File: config.mk
export PLATFORM = sky130hd
export DESIGN_NAME = bmma_ram
export DESIGN_NICKNAME = d
export VERILOG_FILES = /design/src/hdl/bmma_ram.sv
export SDC_FILE = /design/constraint.sdc
export NUM_CORES = 1
export LEC_CHECK = 0
export BUFFER_PORTS_ARGS = -buffer_cell sky130_fd_sc_hd__buf_2
export CORE_AREA = 2 2 79 111
export DETAILED_ROUTE_END_ITERATION = 8
export DIE_AREA = 0 0 81 113
export GPL_TIMING_DRIVEN = 0
export HOLD_SLACK_MARGIN = 0.1
export PLACE_DENSITY_LB_ADDON = 0.1
export SYNTH_ARGS = -nofsm -noshare
export SYNTH_HDL_FRONTEND = slang
export SYNTH_SLANG_ARGS = --single-unit
File: constraint.sdc
create_clock -name clk -period 3.58 [get_ports clk]
set_clock_uncertainty 0.2 [all_clocks]
set_input_delay 0.358 -clock clk [delete_from_list [all_inputs] [get_ports clk]]
set_output_delay 0.358 -clock clk [all_outputs]
set_load 0.02 [all_outputs]
File: src/hdl/bmma_ram.sv
// Generic single-write, single-read RAM with a registered read port.
`timescale 1ns / 1ps
module bmma_ram #(
    parameter int WIDTH = 8,
    parameter int DEPTH = 16
) (
    input  logic                     clk,
    input  logic                     we,
    input  logic [$clog2(DEPTH)-1:0] waddr,
    input  logic [WIDTH-1:0]         wdata,
    input  logic [$clog2(DEPTH)-1:0] raddr,
    output logic [WIDTH-1:0]         rdata
);
    logic [WIDTH-1:0] mem [DEPTH];
    logic [WIDTH-1:0] rdata_reg;

    always_ff @(posedge clk)
    begin
        if (we)
        begin
            mem[waddr] <= wdata;
        end
        rdata_reg <= mem[raddr];
    end

    assign rdata = rdata_reg;
endmodule

==> impl_metrics.tcl <==
set metrics [dict create \
    final-max-slew-violation-count 0 \
    chipWidth_um 81 \
    yosysMostFrequentCell "edfxtp_1" \
    drc 0 \
    design.core.area_um2 8100 \
    die_h_um 113 \
    cts_resized 0 \
    p_sw_share_pct 19.20 \
    drtIter0Drc 175 \
    yosysTopAreaCell "edfxtp_1" \
    hold_class "input pin to register" \
    rsz0062_at_grt "false" \
    setup.worst_path.end_class "register" \
    clk_path_buf_depth 2 \
    hold_viol 0 \
    path_clk_slew_ps 50 \
    num_antenna_cells 0 \
    post_cts_buffers 0 \
    dpl-instance-area_um2 5395 \
    pwr_density_cell_nw_per_um2 606.1 \
    vdd_drop_max_v 0.0005413 \
    die-area_um2 9153 \
    grt_antenna_before_repair 0 \
    grt_overflow 0 \
    synth_cell_type_count 19 \
    clk_latency_ps 410 \
    finalSetupViolCount 0 \
    cap_violations 0 \
    fin_area_um2 5971 \
    clock_sinks 136 \
    detail_route.wl_per_cell_um 24.99 \
    synth_ff_type "edfxtp_1" \
    post-dp-hpwl_um 5947 \
    nFillCells 484 \
    drtPass1Iterations 4 \
    grt_pass1_vias 2414 \
    multi_input_area_um2 1057 \
    crit_fanout 8 \
    numCtsBuffers 17 \
    worstPathCellList "buf_2 > or3b_2 > nor3_1" \
    status "completed" \
    root_buffer "clkbuf_16" \
    critPathArrivalTime_ps 1940 \
    worstHoldStart "wdata[5]" \
    finalPower_mw 3.619 \
    cp.required_ps 3400 \
    rows 39 \
    netlist_area_um2 5147 \
    yosysWarnings 0 \
    ctsHoldBuffers 0 \
    period_share_pct 59.07 \
    gpl.final_weighted_congestion 0.8546 \
    rr_startpoint "mem[1][1]" \
    synthTopCellsByArea "edfxtp_1, mux4_2, mux4_1" \
    dp_cells 355 \
    pwr-share-clk_pct 45.5 \
    ys_async_sr_fraction_pct 0 \
    layout_min_cycle_time_ps 2115 \
    syn_nets 247 \
    via_count 2439 \
    fin_setup_tns_ps 0 \
    cts_max_level 4 \
    grt_use_total_pct 23.97 \
    boundaryPins 26 \
    cp-start-kind "input pin" \
    fmax_mhz 472.9 \
    synth_seq_area_share_pct 77.78 \
    avgViaCountPerCell 6.302 \
    cts_tree "done" \
    ys_ff_latch 136 \
    avgSynthCellArea_um2 22.48 \
    cpPeakStageDelay_ps 940 \
    placement.io_buffers 24 \
    grt_max_degree 17 \
    layout.cells.non_filler 387 \
    hold_end "mem[6][5]" \
    largest_reg_flops 128 \
    r2r-end "rdata[1]" \
    grt_pass1_wl_um 14390 \
    reg2reg_slack_ps 1900 \
    worstMarginPinSlew_ps 1239 \
    area_growth_pct 15.99 \
    synth_edf_count 128 \
    syn_inst 229 \
    regArea_um2 4004 \
    wl_um 9673 \
    relSlewSlack_pct 16.74 \
    ant_nets 0 \
    yosys.area.top_type_share_pct 74.67 \
    holdWs_ps 153.4 \
    leakagePower_nw 2.025 \
    comb_power_share_pct 5.0 \
    ff2ff_path_depth 3 \
    initial_core_util_pct 63.55 \
    nNetsFinal 290 \
    p_seq_share_pct 49.5 \
    critical-path-slowest-cell "nor3_1" \
    synth_common_cells "edfxtp_1, mux4_2, a22oi_1, mux4_1, nor2_1" \
    drive_above_1_share_pct 28.77 \
    hold_depth 1 \
    power_switching_mw 0.6949 \
    power.internal_mw 2.924 \
    path_class "input pin to register" \
]
[power groups by stage]
stage / Combinational [mW] / Sequential (mW) / Clock (mW)
after CTS: 0.182 / 1.79 / 1.67
final: 0.181 / 1.79 / 1.65
after global routing: 0.195 / 1.79 / 1.73
after detailed placement: 0.180 / 1.82 / 0
after floorplan: 0.0904 / 1.83 / 0
after global placement: 0.178 / 1.82 / 0
[cell type report]
type                            count  share of cell area, %
Sequential cell                   136                  67.06
Multi-Input combinational cell     83                  17.71
Clock buffer                       23                  8.005
Tap cell                          102                  2.137
Timing Repair Buffer               24                  2.012
Clock inverter                      9                  1.635
Buffer                             10                  1.446
[cell families after synthesis]
group,share of synthesized area (%)
DFF,77.78
and+or+nand+nor,3.184
muxes,15.02
buffers and inverters,1.677
AOI/OAI and AO/OA,2.334
[layer usage]
layer  wire, µm  part of all wire [%]  global-route usage (%)
met5          0                     0                       0
met4        276                   2.9                   11.30
met3        763                   7.9                   5.582
met2       5013                    52                   37.36
met1       3620                    37                   32.43
[worst max path at each step]
stage / slack, ps / cells after the start / to / startpoint
floorplan: 1530 / 2 / mem[0][0] / waddr[2]
global placement: 960 / 3 / mem[0][1] / waddr[2]
detailed placement: 1000 / 3 / mem[0][1] / waddr[2]
CTS: 1440 / 3 / mem[0][0] / waddr[2]
global route: 1350 / 3 / mem[0][4] / waddr[2]
finish: 1470 / 3 / mem[0][4] / waddr[2]
[cells in the final DEF (no fill, tap or decap), types with 2 or more instances in the layout]
cell type,count
a22oi_1,16
buf_2,27
buf_6,3
bufinv_16,2
clkbuf_1,3
clkbuf_16,17
clkbuf_8,3
clkdlybuf4s25_2,3
clkinv_2,6
dfxtp_1,8
edfxtp_1,128
mux4_1,14
mux4_2,18
nand2_1,9
nand2b_1,2
nand3b_1,2
nor2_1,13
nor3_1,4
[critical path: cells and delay by family]
family | cells | cell delay (ps)
buffers and inverters | 1 | 130
AND/OR/NAND/NOR | 2 | 1450
[stage by stage]
stage,util [%],setup slack (ps)
3_5_place_dp,66.60,1001
6_report,73.71,1465
4_1_cts,73.71,1438
2_1_floorplan,-,1529
3_3_place_gp,66.60,956.6
5_1_grt,73.71,1350
Note: power is estimated with default switching activity, not from simulation.
