## src/hdl/bmma_pkg.sv

```systemverilog
// Shared constants, types and codes for the block map memory allocator.
`timescale 1ns / 1ps
package bmma_pkg;
    localparam int TABLE_DEPTH = 256;
    localparam int NUM_BANKS = 3;
    localparam int IDX_W = $clog2(TABLE_DEPTH);
    localparam int CNT_W = $clog2(TABLE_DEPTH + 1);
    localparam int BANK_W = $clog2(NUM_BANKS);
    localparam int ADDR_W = $clog2(NUM_BANKS * TABLE_DEPTH);
    localparam int MAP_W = 9;
    localparam int BB_W = 13;
    localparam int EN_W = 9;
    localparam int SIZE_W = 20;
    localparam int PERM_W = 10;
    localparam int MUL_W = 26;
    localparam int PROD_W = 21;
    localparam int REG_IDX_W = 3;
    localparam int IN_W = 48;
    localparam int OUT_W = 40;
    localparam int BB_MAX = 4096;
    localparam int PERMILLE = 1000;
    localparam int DIV_STEPS = SIZE_W;
    localparam int DIV_CNT_W = $clog2(DIV_STEPS + 1);

    localparam logic [REG_IDX_W-1:0] REG_BB0 = 3'd0;
    localparam logic [REG_IDX_W-1:0] REG_BB1 = 3'd1;
    localparam logic [REG_IDX_W-1:0] REG_BB2 = 3'd2;
    localparam logic [REG_IDX_W-1:0] REG_EN0 = 3'd3;
    localparam logic [REG_IDX_W-1:0] REG_EN1 = 3'd4;
    localparam logic [REG_IDX_W-1:0] REG_EN2 = 3'd5;

    typedef enum logic [2:0] {
        ST_OK     = 3'd0,
        ST_NOFIT  = 3'd1,
        ST_ZERO   = 3'd2,
        ST_NOTRDY = 3'd3,
        ST_RANGE  = 3'd4
    } status_t;

    typedef enum logic [1:0] {
        OP_INIT  = 2'd0,
        OP_ALLOC = 2'd1,
        OP_FREE  = 2'd2,
        OP_USAGE = 2'd3
    } opcode_t;

    typedef enum logic [4:0] {
        S_IDLE,
        S_DISPATCH,
        S_INIT,
        S_ALLOC_START,
        S_ALLOC_DIV,
        S_SCAN,
        S_MARK,
        S_FREE_MUL,
        S_FREE_CHK,
        S_FREE_DIV,
        S_FREE_RD,
        S_FREE_CNT,
        S_FREE_CLR,
        S_USE_SCAN,
        S_USE_MUL,
        S_USE_START,
        S_USE_DIV,
        S_RESULT
    } state_t;
endpackage

```

## src/hdl/bmma_div.sv

```systemverilog
// Restoring divider that produces one quotient bit per cycle.
`timescale 1ns / 1ps
module bmma_div (
    input  logic                        clk,
    input  logic                        rst_n,
    input  logic                        start,
    input  logic [bmma_pkg::SIZE_W-1:0] dividend,
    input  logic [bmma_pkg::BB_W-1:0]   divisor,
    output logic                        done,
    output logic [bmma_pkg::SIZE_W-1:0] quotient,
    output logic [bmma_pkg::BB_W-1:0]   remainder
);
    import bmma_pkg::*;

    logic                 busy_reg, busy_next;
    logic                 done_reg, done_next;
    logic [DIV_CNT_W-1:0] cnt_reg, cnt_next;
    logic [SIZE_W-1:0]    quo_reg, quo_next;
    logic [BB_W-1:0]      rem_reg, rem_next;
    logic [BB_W-1:0]      dsr_reg, dsr_next;
    logic [BB_W:0]        shifted;
    logic [BB_W:0]        diff;

    assign shifted = {rem_reg, quo_reg[SIZE_W-1]};
    assign diff = shifted - {1'b0, dsr_reg};

    always_comb
    begin
        busy_next = busy_reg;
        done_next = 1'b0;
        cnt_next = cnt_reg;
        quo_next = quo_reg;
        rem_next = rem_reg;
        dsr_next = dsr_reg;
        if (start)
        begin
            busy_next = 1'b1;
            cnt_next = DIV_CNT_W'(DIV_STEPS);
            quo_next = dividend;
            rem_next = '0;
            dsr_next = divisor;
        end
        else if (busy_reg)
        begin
            if (shifted >= {1'b0, dsr_reg})
            begin
                rem_next = diff[BB_W-1:0];
                quo_next = {quo_reg[SIZE_W-2:0], 1'b1};
            end
            else
            begin
                rem_next = shifted[BB_W-1:0];
                quo_next = {quo_reg[SIZE_W-2:0], 1'b0};
            end
            cnt_next = cnt_reg - 1'b1;
            if (cnt_reg == DIV_CNT_W'(1))
            begin
                busy_next = 1'b0;
                done_next = 1'b1;
            end
        end
    end

    always_ff @(posedge clk or negedge rst_n)
    begin
        if (!rst_n)
        begin
            busy_reg <= 1'b0;
            done_reg <= 1'b0;
            cnt_reg <= '0;
        end
        else
        begin
            busy_reg <= busy_next;
            done_reg <= done_next;
            cnt_reg <= cnt_next;
        end
    end

    always_ff @(posedge clk)
    begin
        quo_reg <= quo_next;
        rem_reg <= rem_next;
        dsr_reg <= dsr_next;
    end

    assign done = done_reg;
    assign quotient = quo_reg;
    assign remainder = rem_reg;
endmodule

```

## config.mk

```make
export PLATFORM = sky130hd
export DESIGN_NAME = bmma_div
export DESIGN_NICKNAME = d
export VERILOG_FILES = /design/src/hdl/bmma_pkg.sv /design/src/hdl/bmma_div.sv
export SDC_FILE = /design/constraint.sdc
export NUM_CORES = 1
export LEC_CHECK = 0
export ABC_AREA = 1
export BUFFER_PORTS_ARGS = -buffer_cell sky130_fd_sc_hd__buf_4
export CAP_MARGIN = 20
export CELL_PAD_IN_SITES_DETAIL_PLACEMENT = 1
export CELL_PAD_IN_SITES_GLOBAL_PLACEMENT = 1
export CORE_UTILIZATION = 36
export DETAILED_ROUTE_END_ITERATION = 10
export PLACE_DENSITY = 0.78
export SLEW_MARGIN = 5
export SYNTH_ARGS = -nofsm -noshare
export SYNTH_HDL_FRONTEND = slang
export SYNTH_SLANG_ARGS = --single-unit
```

## constraint.sdc

```tcl
create_clock -name clk -period 2 [get_ports clk]
set_input_delay 0.2 -clock clk [delete_from_list [all_inputs] [get_ports clk]]
set_output_delay 0.2 -clock clk [all_outputs]
set_load 0.02 [all_outputs]
```

==> results of run 1 <==
-- logic make-up after synthesis --
kind of cell    after synthesis  synth area share [%]
xor+xnor                      5                  1.39
simple gates                229                  33.2
fa+ha+maj                    16                  6.58
flops                        53                  45.2
buf+inv                      83                  10.7
compound gates               15                  2.89
-- stage by stage --
step	std cells	utilization, %
floorplan	401	-
finish	592	49.2
CTS	590	47.9
global placement	578	46.2
detailed placement	578	46.2
global route	592	49.2
-- final timing paths --
| kind | start | end | slack [ns] | cells after the start |
|---|---|---|---|---|
| worst max-delay path | quotient[19] | quotient[0] | -0.03 | 13 |
| worst min-delay path | divisor[11] | dsr_reg[11] | 0.06 | 1 |
| worst max register to register | quotient[19] | quotient[0] | -0.03 | 13 |
| worst min register to register | remainder[7] | remainder[7] | 0.51 | 2 |
| max in group asynchronous | rst_n | busy_reg | 1.62 | 2 |
| min in group asynchronous | rst_n | cnt_reg[4] | 0.26 | 2 |
-- cells in the final DEF, fill, tap and decap left out, types with 9 or more instances in the layout --
master / netlist / layout
nand2_1: 146 / 140
buf_4: 2 / 84
inv_1: 65 / 63
edfxtp_1: 33 / 33
nand3_1: 27 / 22
nand4_1: 19 / 19
nor2_1: 15 / 14
dfxtp_1: 13 / 13
nand3_2: 7 / 12
ha_1: 15 / 12
nand2_2: 7 / 10
inv_2: 7 / 9
-- routing by layer --
metal / up-vias / part of all wire (%) / routed length (µm)
li1: 1437 / - / -
met1: 1400 / 47 / 4180
met2: 74 / 47 / 4200
met3: 9 / 4.8 / 424
met4: 0 / 1.2 / 106
met5: - / 0 / 0
-- where the power goes --
part           leakage [nW]  internal, mW  switching [mW]
Sequential            0.536          1.35           0.158
Combinational          1.58         0.985            1.43
Clock                0.0385         0.249           0.369
-- repair_timing --
action                                  CTS  global route
hold buffers                              1             0
endpoints found under the setup margin    5            14
resized for setup                         2            22
hold endpoints to repair                  7             0
buffers inserted                          3             0
cloned                                    0             1
pin swaps                                 0             9
-- layout make-up --
class                           count  area share, %
Tap cell                          105           3.20
Clock inverter                      1          0.183
Inverter                           72           6.58
Timing Repair Buffer               89           17.5
Clock buffer                        7           1.86
Multi-Input combinational cell    265           36.0
Sequential cell                    53           34.7
==> impl_summary.txt, run 1 <==
----------------------------------------------------
[Synth]
  Library cell occupying the most area in the post-synthesis netlist ... edfxtp_1
  Top cells by count, synth ... nand2_1 (146), inv_1 (65), edfxtp_1 (33), nand3_1 (27), nand4_1 (19)
  Portion of synthesized cell area occupied by the leading cell type ... 31.4%
  Async set-or-reset flop fraction in the synthesized netlist ... 13.2%
  Synthesis-stage register bit count ... 53
  Count of distinct cell types in the synthesized netlist ... 31
  Net count after synthesis ... 453
  Seq/Total Area, Yosys ... 45.2%
  Mapped Cells ... 401
  Prevailing post-synth register cell ... edfxtp_1
  Count of flip-flops with a built-in enable after synthesis ... 33
  Post-Synthesis Cell Area ... 3160 µm²
  Cell types with the largest area share after synthesis ... edfxtp_1 (31%), nand2_1 (17%), dfxtp_1 (8.2%), inv_1 (7.7%), ha_1 (5.9%)
  Most common cell in the synthesized netlist ... nand2_1
  Mapped Avg Cell Area ... 7.87 µm²
  Yosys synthesis warning count ... 0

[Global route]
  Met1 routing resource usage after global routing ... 26.9%
  Total track usage ... 20.6%
  Global routing met3 resource utilization ... 3.91%
  Maximum number of pins on one net before global-route repair ... 27
  Antenna violations before repair ... 0
  Busiest layer in global routing ... met2
  Global-route wire length before repair ... 14400 µm
  GR met2 Demand/Resource ... 35.1%
  Gr ovfl total ... 0
  Via count of the first global-routing pass ... 2995

[Setup path]
  Critical Path Sink Type ... register
  Stage delay of the slowest cell on the critical path ... 0.41 ns
  Worst Path Arrival ... 2.10 ns
  Most Frequent Cell on Critical Path ... nand2_1
  CP Cell Sequence ... inv_2 > ha_4 > inv_2 > fa_2 > nand2_1 > nand2_1 > nand3_2 > nand2_2 > nand2_4 > nand3_4 > buf_12 > nand2_2 > nand2_1
  Kind of start point of the critical path ... register
  Dominant delay contributor by cell family on the critical path ... simple AND/OR/NAND/NOR gates
  Cell with the largest stage delay on the worst path ... edfxtp_1
  Count of buffering cells on the critical path with inverters included ... 3
  Worst Path Class, Setup ... reg2reg
  Worst EP required ... 2.07 ns
  Maximum fanout along the worst path ... 5

[Hold path]
  Hold Crit Class ... in2reg

[Status]
  Result of the run ... finished with violations
  Failing checks ... setup timing

[Power and ir drop]
  Static leakage ... 2.16 nW
  Maximum VDD drop ... 0.000465 V
  Overall power ... 4.54 mW
  Power per unit of standard cell area ... 1110 nW/µm²

[Place]
  Global placer's final weighted congestion ... 0.834
  Worst slack at placement ... -0.0693 ns
  Post-DP HPWL ... 6670 µm
  Port bufs ... 69
  Area after DPL ... 3860 µm²

[Die]
  Initial core utilization ... 37.8%
  Chip Width ... 95.6 µm
  Height of the die ... 95.6 µm
  Row cnt ... 33
  Die area ... 9150 µm²
  Number of top-level pins ... 70
  Floorplan Core Area ... 8340 µm²

[Routing]
  Via density ... 4.93
  Post-route DRC violation count ... 0
  WL/cell ... 15.0 µm
  Number of optimization iterations in the first detailed-route pass ... 4
  Drt first-iter violations ... 148
  Total via count in the routed design ... 2920
  Post-route ant nets ... 0
  Overall routed net length ... 8910 µm

[Timing]
  Worst clock skew ... 0.00652 ns
  Max-Slew Margin vs Limit ... 49.6%
  Share of the clock period used by the worst path after layout ... 101%
  Final Hold Fails ... 0
  Min Hold Slack ... 0.0558 ns
  Final-layout setup total negative slack ... -0.0315 ns
  Setup repair after global routing missed its margin ... true
  Fmax ... 493 MHz
  Actual transition at the worst max-transition pin ... 0.756 ns
  Worst Setup Slack, final ... -0.0286 ns
  Max-slew violation count ... 0
  Min Tclk post-route ... 2.03 ns
  Final setup violation count ... 2

[Clocking]
  Maximum root-to-sink buffer count ... 2
  Clock sink total ... 53
  Clock-pin slew reported for the worst setup and hold paths after clock tree synthesis ... 0.10 ns
  Buffer type at the clock tree root ... clkbuf_8
  Latest clock arrival within the worst-skew pair ... 0.31 ns
  CTS tree ... built
  Number of CTS-inserted buffers ... 5
  Number of H-tree levels ... 2

[Cells and area]
  Finished Cell Area ... 4110 µm²
  Flip-flop and latch area ... 1430 µm²
  Max reg flops ... 20
  Area used by multi-input combinational logic ... 1480 µm²
  P&R area growth vs syn ... 30.1%
  Fin nets ... 538
  Total of fill cells in the finished design ... 1051
  Proportion of layout cells with a drive suffix above 1 ... 29.0%
  Count of antenna diodes in the layout ... 0

[Job]
  Total of max-cap violations ... 0

----------------------------------------------------
Power figures use the tool's default switching activity.
==> run 2, diff against run 1 <==
Settings changed: TNS_END_PERCENT set to 10.
==> impl_summary.txt, run 2 (synthesis gave the netlist of run 1 again) <==
----------------------------------------------------
[Timing]
  Final setup violation count ... 0 (was 2)
  Max-slew violation count ... 0 (unchanged)
  Min Tclk post-route ... 2.00 ns (was 2.03 ns)
  Actual transition at the worst max-transition pin ... 0.752 ns (was 0.756 ns)
  Worst clock skew ... 0.00979 ns (was 0.00652 ns)
  Setup repair after global routing missed its margin ... true (unchanged)
  Share of the clock period used by the worst path after layout ... 99.8% (was 101%)
  Max-Slew Margin vs Limit ... 49.8% (was 49.6%)
  Final-layout setup total negative slack ... 0 ns (was -0.0315 ns)
  Fmax ... 501 MHz (was 493 MHz)
  Final Hold Fails ... 0 (unchanged)
  Min Hold Slack ... 0.0569 ns (was 0.0558 ns)

[Setup path]
  Worst Path Class, Setup ... reg2reg (unchanged)
  Maximum fanout along the worst path ... 5 (unchanged)
  Worst EP required ... 2.07 ns (about the same)
  Most Frequent Cell on Critical Path ... nand2_1 (unchanged)
  Kind of start point of the critical path ... register (unchanged)
  CP Cell Sequence ... inv_2 > ha_4 > inv_2 > fa_2 > nand2_1 > nand2_1 > nand3_2 > nand2_2 > nand2_4 > nand3_4 > buf_12 > nand2_2 > nand2_1 (unchanged)
  Crit path from ... quotient[19] (unchanged)
  Worst Path Arrival ... 2.07 ns (was 2.10 ns)
  Critical Path Sink Type ... register (unchanged)
  Stage delay of the slowest cell on the critical path ... 0.41 ns (about the same)
  Cell with the largest stage delay on the worst path ... edfxtp_1 (unchanged)
  Startpoint of the worst register-to-register path ... quotient[19] (unchanged)

[Die]
  Height of the die ... 95.6 µm (unchanged)
  Floorplan Core Area ... 8340 µm² (unchanged)
  Number of top-level pins ... 70 (unchanged)
  Chip Width ... 95.6 µm (unchanged)
  Die area ... 9150 µm² (unchanged)
  Row cnt ... 33 (unchanged)
  Initial core utilization ... 37.8% (unchanged)

[Global route]
  Total track usage ... 20.6% (unchanged)
  Global-route wire length before repair ... 14400 µm (unchanged)
  Gr ovfl total ... 0 (unchanged)
  Antenna violations before repair ... 0 (unchanged)
  Via count of the first global-routing pass ... 2995 (unchanged)
  Maximum number of pins on one net before global-route repair ... 27 (unchanged)

[Cells and area]
  Fin nets ... 538 (unchanged)
  Finished Cell Area ... 4070 µm² (was 4110 µm²)
  Most common cell after layout, fill and taps aside ... nand2_1 (unchanged)
  Max reg flops ... 20 (unchanged)
  Commonest non-fill, non-tap cells in the layout ... nand2_1 (144), buf_4 (84), inv_1 (63) (was nand2_1 (140), buf_4 (84), inv_1 (63))
  Proportion of layout cells with a drive suffix above 1 ... 27.7% (was 29.0%)
  Count of antenna diodes in the layout ... 0 (unchanged)
  P&R area growth vs syn ... 28.9% (was 30.1%)

[Clocking]
  Number of CTS-inserted buffers ... 5 (unchanged)
  Clock-pin slew reported for the worst setup and hold paths after clock tree synthesis ... 0.10 ns (about the same)
  Latest clock arrival within the worst-skew pair ... 0.31 ns (about the same)
  Buffer type at the clock tree root ... clkbuf_8 (unchanged)
  CTS tree ... built (unchanged)
  Maximum root-to-sink buffer count ... 2 (unchanged)
  Clock sink total ... 53 (unchanged)
  Number of H-tree levels ... 2 (unchanged)

[Hold path]
  Hold Crit Class ... in2reg (unchanged)
  Critical hold path startpoint ... divisor[11] (unchanged)

[Place]
  Area after DPL ... 3860 µm² (unchanged)
  Global placer's final weighted congestion ... 0.834 (unchanged)
  Port bufs ... 69 (unchanged)
  Post-DP HPWL ... 6670 µm (unchanged)

[Routing]
  Post-route DRC violation count ... 0 (unchanged)
  Total via count in the routed design ... 2910 (was 2920)
  Drt first-iter violations ... 135 (was 148)
  WL/cell ... 15.0 µm (about the same)
  Number of optimization iterations in the first detailed-route pass ... 4 (unchanged)
  Overall routed net length ... 8880 µm (was 8910 µm)
  Post-route ant nets ... 0 (unchanged)
  Via density ... 4.92 (was 4.93)

[Power and ir drop]
  Power per unit of standard cell area ... 1100 nW/µm² (was 1110 nW/µm²)
  Static leakage ... 2.14 nW (was 2.16 nW)
  Maximum VDD drop ... 0.000427 V (was 0.000465 V)

[Status]
  Result of the run ... complete, no violations (was finished with violations)

[Job]
  Total of max-cap violations ... 0 (unchanged)

----------------------------------------------------
run 2: cell counts in the layout (fill, tap and decap cells not counted):
No cell type changed its count.
run 2: critical path: cells and delay by family, from the launching register on:
family,cells,cell delay (ns)
fa+ha+maj,2,0.48
buf+inv,3,0.30
flops,1,0.41
simple gates,8,0.56
run 2: report_power, final:
part / switching [mW] / internal [mW]
registers: 0.158 / 1.35
logic: 1.39 / 0.964
clock network: 0.365 / 0.249
run 2: worst paths after layout:
| check | end | slack [ns] | cells after the start |
|---|---|---|---|
| worst max-delay path | quotient[0] | 0.005 | 13 |
| worst min-delay path | dsr_reg[11] | 0.06 | 1 |
| worst max register to register | quotient[0] | 0.005 | 13 |
| worst min register to register | remainder[11] | 0.51 | 2 |
| max in group asynchronous | cnt_reg[2] | 1.61 | 2 |
| min in group asynchronous | cnt_reg[4] | 0.26 | 2 |
run 2: metrics by stage:
step           setup slack, ns  total power [mW]  util (%)  cells
6_report               0.00476              4.47      48.8    592
5_1_grt                -0.0866              4.78      48.8    592
4_1_cts               0.000579              4.35      47.9    590
3_5_place_dp           -0.0693              3.63      46.2    578
3_3_place_gp            0.0124              3.56      46.2    578
2_1_floorplan           -0.103              2.94         -    401
run 2: final cells by class:
cell class	count	area (µm²)
fill	1055	4270
multi-input combinational	265	1440
sequential	53	1430
timing repair buffer	89	717
inverter	72	270
tap	105	131
clock buffer	7	76.3
clock inverter	1	7.51
run 2: per-layer routing:
metal	wire [µm]	vias to the layer above	track usage, %
met5	0	-	0
met4	86	0	4.60
li1	-	1438	-
met1	4140	1395	26.9
met3	436	9	3.91
met2	4220	68	35.1
run 2: repair_timing:
action | in CTS | in global routing
hold endpoints to repair | 7 | 0
setup buffers | 3 | 0
resized for setup | 2 | 13
gates cloned | 0 | 1
endpoints found under the setup margin | 5 | 14
hold buffers | 1 | 0
pin swaps | 0 | 7
